### src/rtl/core/fsgm_pkg.sv
// types, constants and datapath functions of the stick-to-gamepad mapper
// no dependencies; used by the top level
`timescale 1ns / 1ps
`default_nettype none

package fsgm_pkg;

    localparam int AXIS_W        = 16;
    localparam int GAIN_W        = 16;
    localparam int TRIG_W        = 8;
    localparam int HAT_W         = 2;
    localparam int STICK_BUTTONS = 12;
    localparam int BTN_W         = 16;
    localparam int MASKS_PER_REG = 4;
    localparam int CFG_DATA_W    = 64;
    localparam int CFG_ADDR_W    = 6;
    localparam int PROD_W        = 32;

    localparam logic signed [GAIN_W-1:0] GAIN_ONE = 16'sd4096;
    localparam logic [27:0] ONE_Q27 = 28'h800_0000;

    typedef enum logic [2:0] {
        IDX_ROLL_GAIN,
        IDX_PITCH_GAIN,
        IDX_YAW_GAIN,
        IDX_THROTTLE_GAIN,
        IDX_DEAD_BAND,
        IDX_MASKS_LOW,
        IDX_MASKS_MID,
        IDX_MASKS_HIGH
    } reg_idx_t;

    // d-pad bit positions in the report word
    localparam int DPAD_UP    = 0;
    localparam int DPAD_DOWN  = 1;
    localparam int DPAD_LEFT  = 2;
    localparam int DPAD_RIGHT = 3;

    function automatic logic [30:0] prod_mag(logic signed [PROD_W-1:0] prod);
        logic [30:0] mag;
        mag = prod[PROD_W-1] ? 31'(-prod) : 31'(prod);
        return mag;
    endfunction

    // clamp to full scale (one in q27)
    function automatic logic [27:0] clamp_mag(logic [30:0] mag);
        logic [27:0] cm;
        cm = (mag > {3'd0, ONE_Q27}) ? ONE_Q27 : mag[27:0];
        return cm;
    endfunction

    // gained axis to signed 16-bit, dead band tested on the unclamped product
    function automatic logic [AXIS_W-1:0] axis_scale(
        logic signed [PROD_W-1:0] prod,
        logic [15:0]              dead_band
    );
        logic [30:0]       mag;
        logic [27:0]       cm;
        logic [27:0]       neg_sum;
        logic [42:0]       pos_sum;
        logic [AXIS_W-1:0] res;
        mag     = prod_mag(prod);
        cm      = clamp_mag(mag);
        neg_sum = cm + 28'd2048;
        // times 32767 as shift and subtract, half added for rounding
        pos_sum = {cm, 15'd0} - {15'd0, cm} + 43'h400_0000;
        if (mag < {3'd0, dead_band, 12'd0})
        begin
            res = '0;
        end
        else if (prod[PROD_W-1])
        begin
            res = ~neg_sum[27:12] + 16'd1;
        end
        else
        begin
            res = pos_sum[42:27];
        end
        return res;
    endfunction

    // clamped throttle magnitude times 255, rounded
    function automatic logic [TRIG_W-1:0] trig_scale(logic [27:0] q);
        logic [34:0] sum;
        sum = 35'({q, 8'd0}) - 35'(q) + 35'h400_0000;
        return sum[34:27];
    endfunction

endpackage

`default_nettype wire

### src/rtl/core/flight_stick_to_gamepad_mapper_top.sv
// top level of the flight-stick to gamepad mapper: input register, mapping logic, report register
// depends on fsgm_pkg
`timescale 1ns / 1ps
`default_nettype none

// Flight-stick to gamepad mapper.
// A sample (four Q1.15 axes, hat, 12 stick buttons) enters on the sample channel
// (sample_valid / sample_ready) and one gamepad report leaves on the report
// channel (report_valid / report_ready). Gains, dead band and button masks are
// written over the APB port, 64-bit registers at byte address 8 * index; the user
// must write them only while no item is in flight; the block itself does not enforce it.
// A sample accepted into the input register is mapped by one multiply and a
// clamp/round step per axis, and the result is held in the report register.
// One item per cycle is sustained while the receiver takes every report.
// When the receiver stalls, the report register holds its item and the input
// register still takes one more sample; sample_ready drops only when both are
// full. Reset empties both stages and loads unity gains, zero dead band and
// zero masks.
module flight_stick_to_gamepad_mapper_top (
    input  logic                                  clk,
    input  logic                                  rst_n,
    input  logic                                  psel,
    input  logic                                  penable,
    input  logic                                  pwrite,
    input  logic [fsgm_pkg::CFG_ADDR_W-1:0]       paddr,
    input  logic [fsgm_pkg::CFG_DATA_W-1:0]       pwdata,
    output logic [fsgm_pkg::CFG_DATA_W-1:0]       prdata,
    output logic                                  pready,
    input  logic                                  sample_valid,
    output logic                                  sample_ready,
    input  logic signed [fsgm_pkg::AXIS_W-1:0]    roll_in,
    input  logic signed [fsgm_pkg::AXIS_W-1:0]    pitch_in,
    input  logic signed [fsgm_pkg::AXIS_W-1:0]    yaw_in,
    input  logic signed [fsgm_pkg::AXIS_W-1:0]    throttle_in,
    input  logic signed [fsgm_pkg::HAT_W-1:0]     hat_horizontal,
    input  logic signed [fsgm_pkg::HAT_W-1:0]     hat_vertical,
    input  logic [fsgm_pkg::STICK_BUTTONS-1:0]    stick_buttons,
    output logic                                  report_valid,
    input  logic                                  report_ready,
    output logic signed [fsgm_pkg::AXIS_W-1:0]    left_x_axis,
    output logic signed [fsgm_pkg::AXIS_W-1:0]    left_y_axis,
    output logic signed [fsgm_pkg::AXIS_W-1:0]    right_x_axis,
    output logic [fsgm_pkg::TRIG_W-1:0]           right_trigger_out,
    output logic [fsgm_pkg::TRIG_W-1:0]           left_trigger_out,
    output logic [fsgm_pkg::BTN_W-1:0]            report_buttons
);
    import fsgm_pkg::*;

    // low, mid and high mask registers, four buttons each
    localparam int MASK_REGS = 3;

    // configuration registers
    logic signed [GAIN_W-1:0] roll_gain_reg;
    logic signed [GAIN_W-1:0] pitch_gain_reg;
    logic signed [GAIN_W-1:0] yaw_gain_reg;
    logic signed [GAIN_W-1:0] throttle_gain_reg;
    logic [15:0]              dead_band_reg;
    logic [CFG_DATA_W-1:0]    masks_low_reg;
    logic [CFG_DATA_W-1:0]    masks_mid_reg;
    logic [CFG_DATA_W-1:0]    masks_high_reg;
    logic                     cfg_write;
    reg_idx_t                 cfg_idx;

    // input stage
    logic                     in_valid_reg;
    logic signed [AXIS_W-1:0] roll_reg;
    logic signed [AXIS_W-1:0] pitch_reg;
    logic signed [AXIS_W-1:0] yaw_reg;
    logic signed [AXIS_W-1:0] throttle_reg;
    logic signed [HAT_W-1:0]  hat_x_reg;
    logic signed [HAT_W-1:0]  hat_y_reg;
    logic [STICK_BUTTONS-1:0] buttons_reg;

    // report stage
    logic                     out_valid_reg;
    logic signed [AXIS_W-1:0] left_x_reg;
    logic signed [AXIS_W-1:0] left_y_reg;
    logic signed [AXIS_W-1:0] right_x_reg;
    logic [TRIG_W-1:0]        right_trig_reg;
    logic [TRIG_W-1:0]        left_trig_reg;
    logic [BTN_W-1:0]         buttons_out_reg;

    logic                     out_advance;
    logic                     in_advance;
    logic                     sample_take;

    logic signed [PROD_W-1:0] roll_prod;
    logic signed [PROD_W-1:0] pitch_prod;
    logic signed [PROD_W-1:0] yaw_prod;
    logic signed [PROD_W-1:0] throttle_prod;
    logic [27:0]              throttle_mag;
    logic [TRIG_W-1:0]        throttle_trig;
    logic [AXIS_W-1:0]        left_x_next;
    logic [AXIS_W-1:0]        left_y_next;
    logic [AXIS_W-1:0]        right_x_next;
    logic [TRIG_W-1:0]        right_trig_next;
    logic [TRIG_W-1:0]        left_trig_next;
    logic [BTN_W-1:0]         buttons_next;
    logic [CFG_DATA_W-1:0]    mask_bank [MASK_REGS];

    // configuration port
    assign pready    = 1'b1;
    assign cfg_write = psel && penable && pwrite && pready;
    assign cfg_idx   = reg_idx_t'(paddr[CFG_ADDR_W-1:3]);

    always_ff @(posedge clk or negedge rst_n)
    begin
        if (!rst_n)
        begin
            roll_gain_reg     <= GAIN_ONE;
            pitch_gain_reg    <= GAIN_ONE;
            yaw_gain_reg      <= GAIN_ONE;
            throttle_gain_reg <= GAIN_ONE;
            dead_band_reg     <= '0;
            masks_low_reg     <= '0;
            masks_mid_reg     <= '0;
            masks_high_reg    <= '0;
        end
        else if (cfg_write)
        begin
            case (cfg_idx)
                IDX_ROLL_GAIN:     roll_gain_reg     <= pwdata[GAIN_W-1:0];
                IDX_PITCH_GAIN:    pitch_gain_reg    <= pwdata[GAIN_W-1:0];
                IDX_YAW_GAIN:      yaw_gain_reg      <= pwdata[GAIN_W-1:0];
                IDX_THROTTLE_GAIN: throttle_gain_reg <= pwdata[GAIN_W-1:0];
                IDX_DEAD_BAND:     dead_band_reg     <= pwdata[15:0];
                IDX_MASKS_LOW:     masks_low_reg     <= pwdata;
                IDX_MASKS_MID:     masks_mid_reg     <= pwdata;
                IDX_MASKS_HIGH:    masks_high_reg    <= pwdata;
                default:           ;
            endcase
        end
    end

    always_comb
    begin
        case (cfg_idx)
            IDX_ROLL_GAIN:     prdata = {48'd0, roll_gain_reg};
            IDX_PITCH_GAIN:    prdata = {48'd0, pitch_gain_reg};
            IDX_YAW_GAIN:      prdata = {48'd0, yaw_gain_reg};
            IDX_THROTTLE_GAIN: prdata = {48'd0, throttle_gain_reg};
            IDX_DEAD_BAND:     prdata = {48'd0, dead_band_reg};
            IDX_MASKS_LOW:     prdata = masks_low_reg;
            IDX_MASKS_MID:     prdata = masks_mid_reg;
            IDX_MASKS_HIGH:    prdata = masks_high_reg;
            default:           prdata = '0;
        endcase
    end

    // two-stage flow control
    assign out_advance  = !out_valid_reg || report_ready;
    assign in_advance   = in_valid_reg && out_advance;
    assign sample_ready = !in_valid_reg || out_advance;
    assign sample_take  = sample_valid && sample_ready;

    always_ff @(posedge clk or negedge rst_n)
    begin
        if (!rst_n)
        begin
            in_valid_reg  <= 1'b0;
            out_valid_reg <= 1'b0;
        end
        else
        begin
            if (sample_ready)
            begin
                in_valid_reg <= sample_valid;
            end
            if (out_advance)
            begin
                out_valid_reg <= in_valid_reg;
            end
        end
    end

    always_ff @(posedge clk)
    begin
        if (sample_take)
        begin
            roll_reg     <= roll_in;
            pitch_reg    <= pitch_in;
            yaw_reg      <= yaw_in;
            throttle_reg <= throttle_in;
            hat_x_reg    <= hat_horizontal;
            hat_y_reg    <= hat_vertical;
            buttons_reg  <= stick_buttons;
        end
    end

    // mapping logic
    assign roll_prod     = roll_reg * roll_gain_reg;
    assign pitch_prod    = pitch_reg * pitch_gain_reg;
    assign yaw_prod      = yaw_reg * yaw_gain_reg;
    assign throttle_prod = throttle_reg * throttle_gain_reg;

    assign left_x_next  = axis_scale(roll_prod, dead_band_reg);
    assign left_y_next  = axis_scale(pitch_prod, dead_band_reg);
    assign right_x_next = axis_scale(yaw_prod, dead_band_reg);

    assign throttle_mag    = clamp_mag(prod_mag(throttle_prod));
    assign throttle_trig   = trig_scale(throttle_mag);
    assign right_trig_next = throttle_prod[PROD_W-1] ? '0 : throttle_trig;
    assign left_trig_next  = throttle_prod[PROD_W-1] ? throttle_trig : '0;

    assign mask_bank[0] = masks_low_reg;
    assign mask_bank[1] = masks_mid_reg;
    assign mask_bank[2] = masks_high_reg;

    always_comb
    begin
        buttons_next = '0;
        // hat pattern 10 counts as negative
        buttons_next[DPAD_UP]    = !hat_y_reg[HAT_W-1] && (hat_y_reg != '0);
        buttons_next[DPAD_DOWN]  = hat_y_reg[HAT_W-1];
        buttons_next[DPAD_LEFT]  = hat_x_reg[HAT_W-1];
        buttons_next[DPAD_RIGHT] = !hat_x_reg[HAT_W-1] && (hat_x_reg != '0);
        for (int i = 0; i < STICK_BUTTONS; i++)
        begin
            if (buttons_reg[i])
            begin
                buttons_next = buttons_next
                    | mask_bank[i / MASKS_PER_REG][(i % MASKS_PER_REG) * BTN_W +: BTN_W];
            end
        end
    end

    always_ff @(posedge clk)
    begin
        if (in_advance)
        begin
            left_x_reg      <= left_x_next;
            left_y_reg      <= left_y_next;
            right_x_reg     <= right_x_next;
            right_trig_reg  <= right_trig_next;
            left_trig_reg   <= left_trig_next;
            buttons_out_reg <= buttons_next;
        end
    end

    assign report_valid      = out_valid_reg;
    assign left_x_axis       = left_x_reg;
    assign left_y_axis       = left_y_reg;
    assign right_x_axis      = right_x_reg;
    assign right_trigger_out = right_trig_reg;
    assign left_trigger_out  = left_trig_reg;
    assign report_buttons    = buttons_out_reg;

endmodule

`default_nettype wire

### config.mk
export PLATFORM = sky130hd
export DESIGN_NAME = flight_stick_to_gamepad_mapper_top
export DESIGN_NICKNAME = d
export VERILOG_FILES = /design/src/rtl/core/fsgm_pkg.sv /design/src/rtl/core/flight_stick_to_gamepad_mapper_top.sv
export SDC_FILE = /design/constraint.sdc
export NUM_CORES = 2
export LEC_CHECK = 0
export ABC_AREA = 1
export BUFFER_PORTS_ARGS = -buffer_cell sky130_fd_sc_hd__buf_2
export CAP_MARGIN = 5
export CORE_MARGIN = 5
export CORE_UTILIZATION = 50
export CTS_CLUSTER_DIAMETER = 50
export DETAILED_ROUTE_END_ITERATION = 6
export PLACE_DENSITY_LB_ADDON = 0.15
export SLEW_MARGIN = 25
export SYNTH_ARGS = -nofsm -noshare
export SYNTH_HDL_FRONTEND = slang
export SYNTH_SLANG_ARGS = --single-unit
export TNS_END_PERCENT = 50
### constraint.sdc
create_clock -name clk -period 11.05 [get_ports clk]
set_input_delay 2.7625 -clock clk [delete_from_list [all_inputs] [get_ports clk]]
set_output_delay 2.7625 -clock clk [all_outputs]
set_load 0.02 [all_outputs]
## Word level (Yosys, flattened, before mapping)

Index checks and enable logic that the tools add are counted.
Widths: inputs -> output; s select.

| word-level totals | value |
|---|---|
| output and inout port bits | 147 |
| register bits after elaboration | 434 |
| input bits | 157 |

| operators by class | value |
|---|---|
| add/subtract/negate cells | 18 |
| reductions and logical operators | 23 |
| multipliers | 4 |
| bitwise operators | 15 |
| multiplexer cells | 24 |
| order comparisons | 7 |
| equal/unequal tests | 7 |

Operator list:

| cell | number |
|---|---|
| $pmux 64 s8 | 1 |
| $mux 16 | 15 |
| $or 16x16->16 | 11 |
| $add 43x27->43 const B | 3 |
| $sub 43x28->43 | 3 |
| $mul 16x16->32 | 4 |
| $gt 31x28->1 const B | 4 |
| $mux 31 | 4 |
| $neg 31->31 | 4 |
| $mux 28 | 4 |
| $lt 31x28->1 | 3 |
| $add 28x12->28 const B | 3 |
| $add 16x1->16 const B | 3 |
| $not 16->16 | 3 |
| $add 35x27->35 const B | 1 |
| $sub 35x28->35 | 1 |
| $or 4x16->16 | 1 |
| $reduce_and 2->1 | 8 |
| $eq 3x3->1 const B | 4 |
| $eq 3x2->1 const B | 2 |
| $logic_and 1x1->1 | 6 |
| $logic_not 1->1 | 4 |
| $reduce_bool 2->1 | 2 |
| $eq 3x1->1 const B | 1 |
| 2 further kinds | 3 |

## Logic depth before layout (Yosys ltp)

| depth | value |
|---|---|
| depth after elaboration | 26 |
| mapped depth | 61 |
| mapped depth without buffers | 57 |

## Worst setup path after synthesis

OpenSTA, ideal clock, no wires.

| path | value |
|---|---|
| path kind | flip-flop to flip-flop |
| start | register throttle_reg[15] |
| end | register left_trig_reg[6], in the netlist left_trigger_out[6] (data pin) |
| arrival | 8.765 ns |
| clock period less this slack | 9.031 ns |
| path slack | 2.019 ns |
| setup time | 0.266 ns |
| buffers on the path | 4 |
| stages on the path, launching flop included | 41 |
| cell sequence | edfxtp_1 -> clkbuf_1 -> nand2_1 -> inv_1 -> fa_1 -> fa_1 -> fa_1 -> fa_1 -> fa_1 -> fa_1 -> ha_1 -> a21oi_1 -> a21boi_0 -> a21oi_1 -> nor2_1 -> nand2_1 -> nand2_1 -> and2_1 -> [5 not listed] -> nor3_1 -> nand3_1 -> nand2_1 -> inv_2 -> clkbuf_1 -> nor2_1 -> inv_1 -> ha_1 -> ha_1 -> a21oi_1 -> o21a_1 -> nor2_1 -> nor2_1 -> nor2_1 -> a2111oi_0 -> nand3_1 -> nand2_1 -> nor2_1 |

| on the way | value |
|---|---|
| longest elaborated chain between the ends | 7 |

RTL lines:

| element | RTL line | source |
|---|---|---|
| start, declared | flight_stick_to_gamepad_mapper_top.sv:69 | `logic signed [AXIS_W-1:0] throttle_reg;` |
| start signal, assigned | flight_stick_to_gamepad_mapper_top.sv:183 | `throttle_reg <= throttle_in;` |
| $mul 16x16->32 * | flight_stick_to_gamepad_mapper_top.sv:194 | `assign throttle_prod = throttle_reg * throttle_gain_reg;` |
| $neg 31->31 | fsgm_pkg.sv:41 | `mag = prod[PROD_W-1] ? 31'(-prod) : 31'(prod);` |
| $mux 31 | fsgm_pkg.sv:41 |  |
| $gt 31x28->1 | fsgm_pkg.sv:48 | `cm = (mag > {3'd0, ONE_Q27}) ? ONE_Q27 : mag[27:0];` |
| $mux 28 | fsgm_pkg.sv:48 |  |
| $sub 35x28->35 | fsgm_pkg.sv:85 | `sum = 35'({q, 8'd0}) - 35'(q) + 35'h400_0000;` |
| $add 35x27->35 | fsgm_pkg.sv:85 |  |
| end signal, assigned | flight_stick_to_gamepad_mapper_top.sv:235 | `left_trig_reg <= left_trig_next;` |
| end, declared | flight_stick_to_gamepad_mapper_top.sv:80 | `logic [TRIG_W-1:0] left_trig_reg;` |

Mark *: on every way between the ends. The rest lies on a longest branch, timed or not.
A chain may end at the register's enable or synchronous reset.

## Worst setup path in the final report

| path | value |
|---|---|
| start | register roll_reg[9] |
| end | register left_x_reg[9], in the netlist left_x_axis[9] (data pin) |

| on the way | value |
|---|---|
| longest elaborated chain between the ends | 9 |
| elaborated cells between the ends (all ways) | 12 |

RTL lines:

| element | RTL line | source |
|---|---|---|
| start, declared | flight_stick_to_gamepad_mapper_top.sv:66 | `logic signed [AXIS_W-1:0] roll_reg;` |
| start signal, assigned | flight_stick_to_gamepad_mapper_top.sv:180 | `roll_reg <= roll_in;` |
| $mul 16x16->32 * | flight_stick_to_gamepad_mapper_top.sv:191 | `assign roll_prod = roll_reg * roll_gain_reg;` |
| parallel branches: the longest is 8 deep, another holds $sub 43x28->43 | -- |  |
| end signal, assigned | flight_stick_to_gamepad_mapper_top.sv:231 | `left_x_reg <= left_x_next;` |
| end, declared | flight_stick_to_gamepad_mapper_top.sv:76 | `logic signed [AXIS_W-1:0] left_x_reg;` |

Mark *: on every way between the ends.

==> impl_metrics.ini <==
[timing]
final_hold_viol_count = 0
slew-limit-headroom = 0.278
setup_violations = 0
fin_crit_ps = 10450
max_freq_mhz = 95.7
worst-slew-pin-transition_ps = 1080
period_share = 0.946
fin_skew_ps = 44.4
hold-worst-slack_ps = 508
drv_slew = 0

[critical_path]
worst_ep_required_time_ps = 11580
slowest_delay_ps = 1010
slowest_stage = edfxtp_1
ff2ff_path_depth = 46
path_max_fanout = 18
cp-end-kind = flip-flop
crit_buf_inv = 5
cp.arrival_ps = 10980
critPathKind = reg2reg
cpMostUsedCell = nand2_1
path_delay_family = adder cells
crit_path_start_kind = flip-flop
cp.depth = 46

[clock_tree]
numClockSinks = 434
htreeDepth = 3
clock_latency_ps = 690
cts_tree = done
clockBufferDepth = 3
cts_hold_buf = 0
cts_buffers = 66
clockRootBuffer = clkbuf_16
clk_pin_slew_ps = 60

[yosys]
postSynthAreaPerCell_um2 = 7.11
ys_ff_latch = 434
yosysSeqAreaShare = 0.149
netlist_instances = 11000
synth_area_um2 = 78300
yosys-top-cells-count = 3047 x nand2_1, 2677 x inv_1, 1048 x fa_1
synth_top_flop_cell = dfrtp_1
synth_top_area_frac = 0.268
async_reset_ff_frac = 0.631
ys_warn_count = 0
synth_area_leaders = fa_1 27%, nand2_1 15%, inv_1 13%
synth_cell_type_count = 70
synth.largest_area_cell = fa_1
synth_edf_count = 160
yosysMostFrequentCell = nand2_1
syn_nets = 12800

[routing]
drt-pass1-iter-count = 7
antenna_left = 0
drt_first_iter_violations = 5443
wire_per_inst_um = 19.4
num_vias = 71200
drc = 0
totalWireLength_mm = 258
vias_per_cell = 5.34

[place]
gp_congestion = 0.988
place_area_um2 = 82100
io_buffer_count = 299
dpl.hpwl_mm = 213

[finish]
fillers = 15400
syn2layout_area_growth_pct = 8.35
final_util = 0.544
fin_area_um2 = 84800
multi_input_area_um2 = 55100
drive_gt1_frac = 0.0689
final_nets = 12900
seq_area_um2 = 11700

[global_route]
overflow = 0
groute.usage.overall = 0.314
grt_max_degree = 164
antenna_found_initial = 46
first_global_vias = 72300
grt_pass1_wl_mm = 402

[flow_run]
cap_violations = 0

[die]
ios = 304
die_height_um = 406
dieWidth_um = 406
start_util = 0.502
placementRows = 145
die-area_um2 = 165000
core-area_um2 = 156000

[run_status]
status = finished clean

[hold_path]
hp-class = reg2reg
hold_depth = 2
## per-stage QoR
step | TNS (ps) | instances | setup WS (ps)
after floorplan | 0 | 11000 | 2020
after global placement | 0 | 13100 | 569
after detailed placement | 0 | 13100 | 632
after CTS | 0 | 13300 | 573
after global routing | -36.8 | 13300 | -18.5
final | 0 | 13300 | 602
## metal layers
layer  vias to the layer above  GRT usage  wire, um
met5                         -          0       101
li1                      33700          -         -
met1                     34400      0.392    103000
met4                        16      0.139     12900
met3                       615     0.0562     18400
met2                      2373      0.536    123000
## cell type report
class,instances,area share
sequential,434,0.138
clock buffer,79,0.0213
inverter,2702,0.120
tap,2058,0.0303
antenna,36,0.00106
timing repair buffer,463,0.0343
multi-input combinational,7514,0.650
clock inverter,39,0.00597
## timing repair
| item | 4_1_cts | 5_1_grt |
|---|---|---|
| gates resized for setup | 0 | 18 |
| endpoints found under the setup margin | 0 | 27 |
| buffers inserted | 0 | 21 |
## worst reg2reg max path, delay by kind of cell (launching register included)
kind | cells | cell delay, ps
simple gates | 25 | 3590
compound gates | 6 | 1100
flops | 1 | 1010
xor+xnor | 1 | 220
fa+ha+maj | 9 | 4020
buf+inv | 5 | 380
## kinds of logic after synthesis
group                    after synthesis  synth area share
adder cells (fa/ha/maj)             1598             0.356
AO/OA/AOI/OAI                       1020            0.0766
other                                  1         0.0000479
flip-flops                           434             0.149
AND/OR/NAND/NOR                     4712             0.248
XOR/XNOR                             151            0.0175
multiplexers                          32           0.00460
buffers and inverters               3066             0.148
## layout by cell type (no fill, tap or decap), drive strengths merged, types with 4 or more instances in the layout
| cell | count |
|---|---|
| dfrtp | 270 |
| bufinv | 4 |
| xnor2 | 49 |
| nand2 | 3075 |
| o21a | 12 |
| nor3 | 95 |
| a21boi | 6 |
| xor2 | 102 |
| o21ai | 394 |
| a211oi | 6 |
| fa | 1048 |
| or2 | 41 |
| a221oi | 63 |
| a31oi | 14 |
| mux2 | 32 |
| nor2 | 779 |
| nand3b | 35 |
| o22ai | 37 |
| buf | 463 |
| clkbuf | 79 |
| a2111oi | 4 |
| inv | 2710 |
| nand4 | 183 |
| a21o | 14 |
| o31ai | 9 |
| ha | 550 |
| diode | 36 |
| dfstp | 4 |
| edfxtp | 160 |
| a21oi | 328 |
| a22oi | 11 |
| nor4 | 20 |
| clkinvlp | 8 |
| nand3 | 471 |
| and2 | 7 |
| o21bai | 20 |
| o211ai | 19 |
| clkinv | 19 |
| o2111ai | 20 |
| o221ai | 50 |
## final timing paths
check	start	end	slack (ps)
worst max register to register	roll_reg[9]$_DFFE_PP_	left_x_axis[9]$_SDFFCE_PN0P_	600
worst min register to register	masks_high_reg[8]$_DFFE_PN0P_	masks_high_reg[8]$_DFFE_PN0P_	510
worst max-delay path	roll_reg[9]$_DFFE_PP_	left_x_axis[9]$_SDFFCE_PN0P_	600
max in group asynchronous	rst_n	throttle_gain_reg[11]$_DFFE_PN0P_	7350
worst min-delay path	masks_high_reg[8]$_DFFE_PN0P_	masks_high_reg[8]$_DFFE_PN0P_	510
min in group asynchronous	rst_n	masks_low_reg[53]$_DFFE_PN0P_	2140
Power is not shown: default switching activity piles up to over one toggle a cycle in this logic, so the estimate is an artifact.
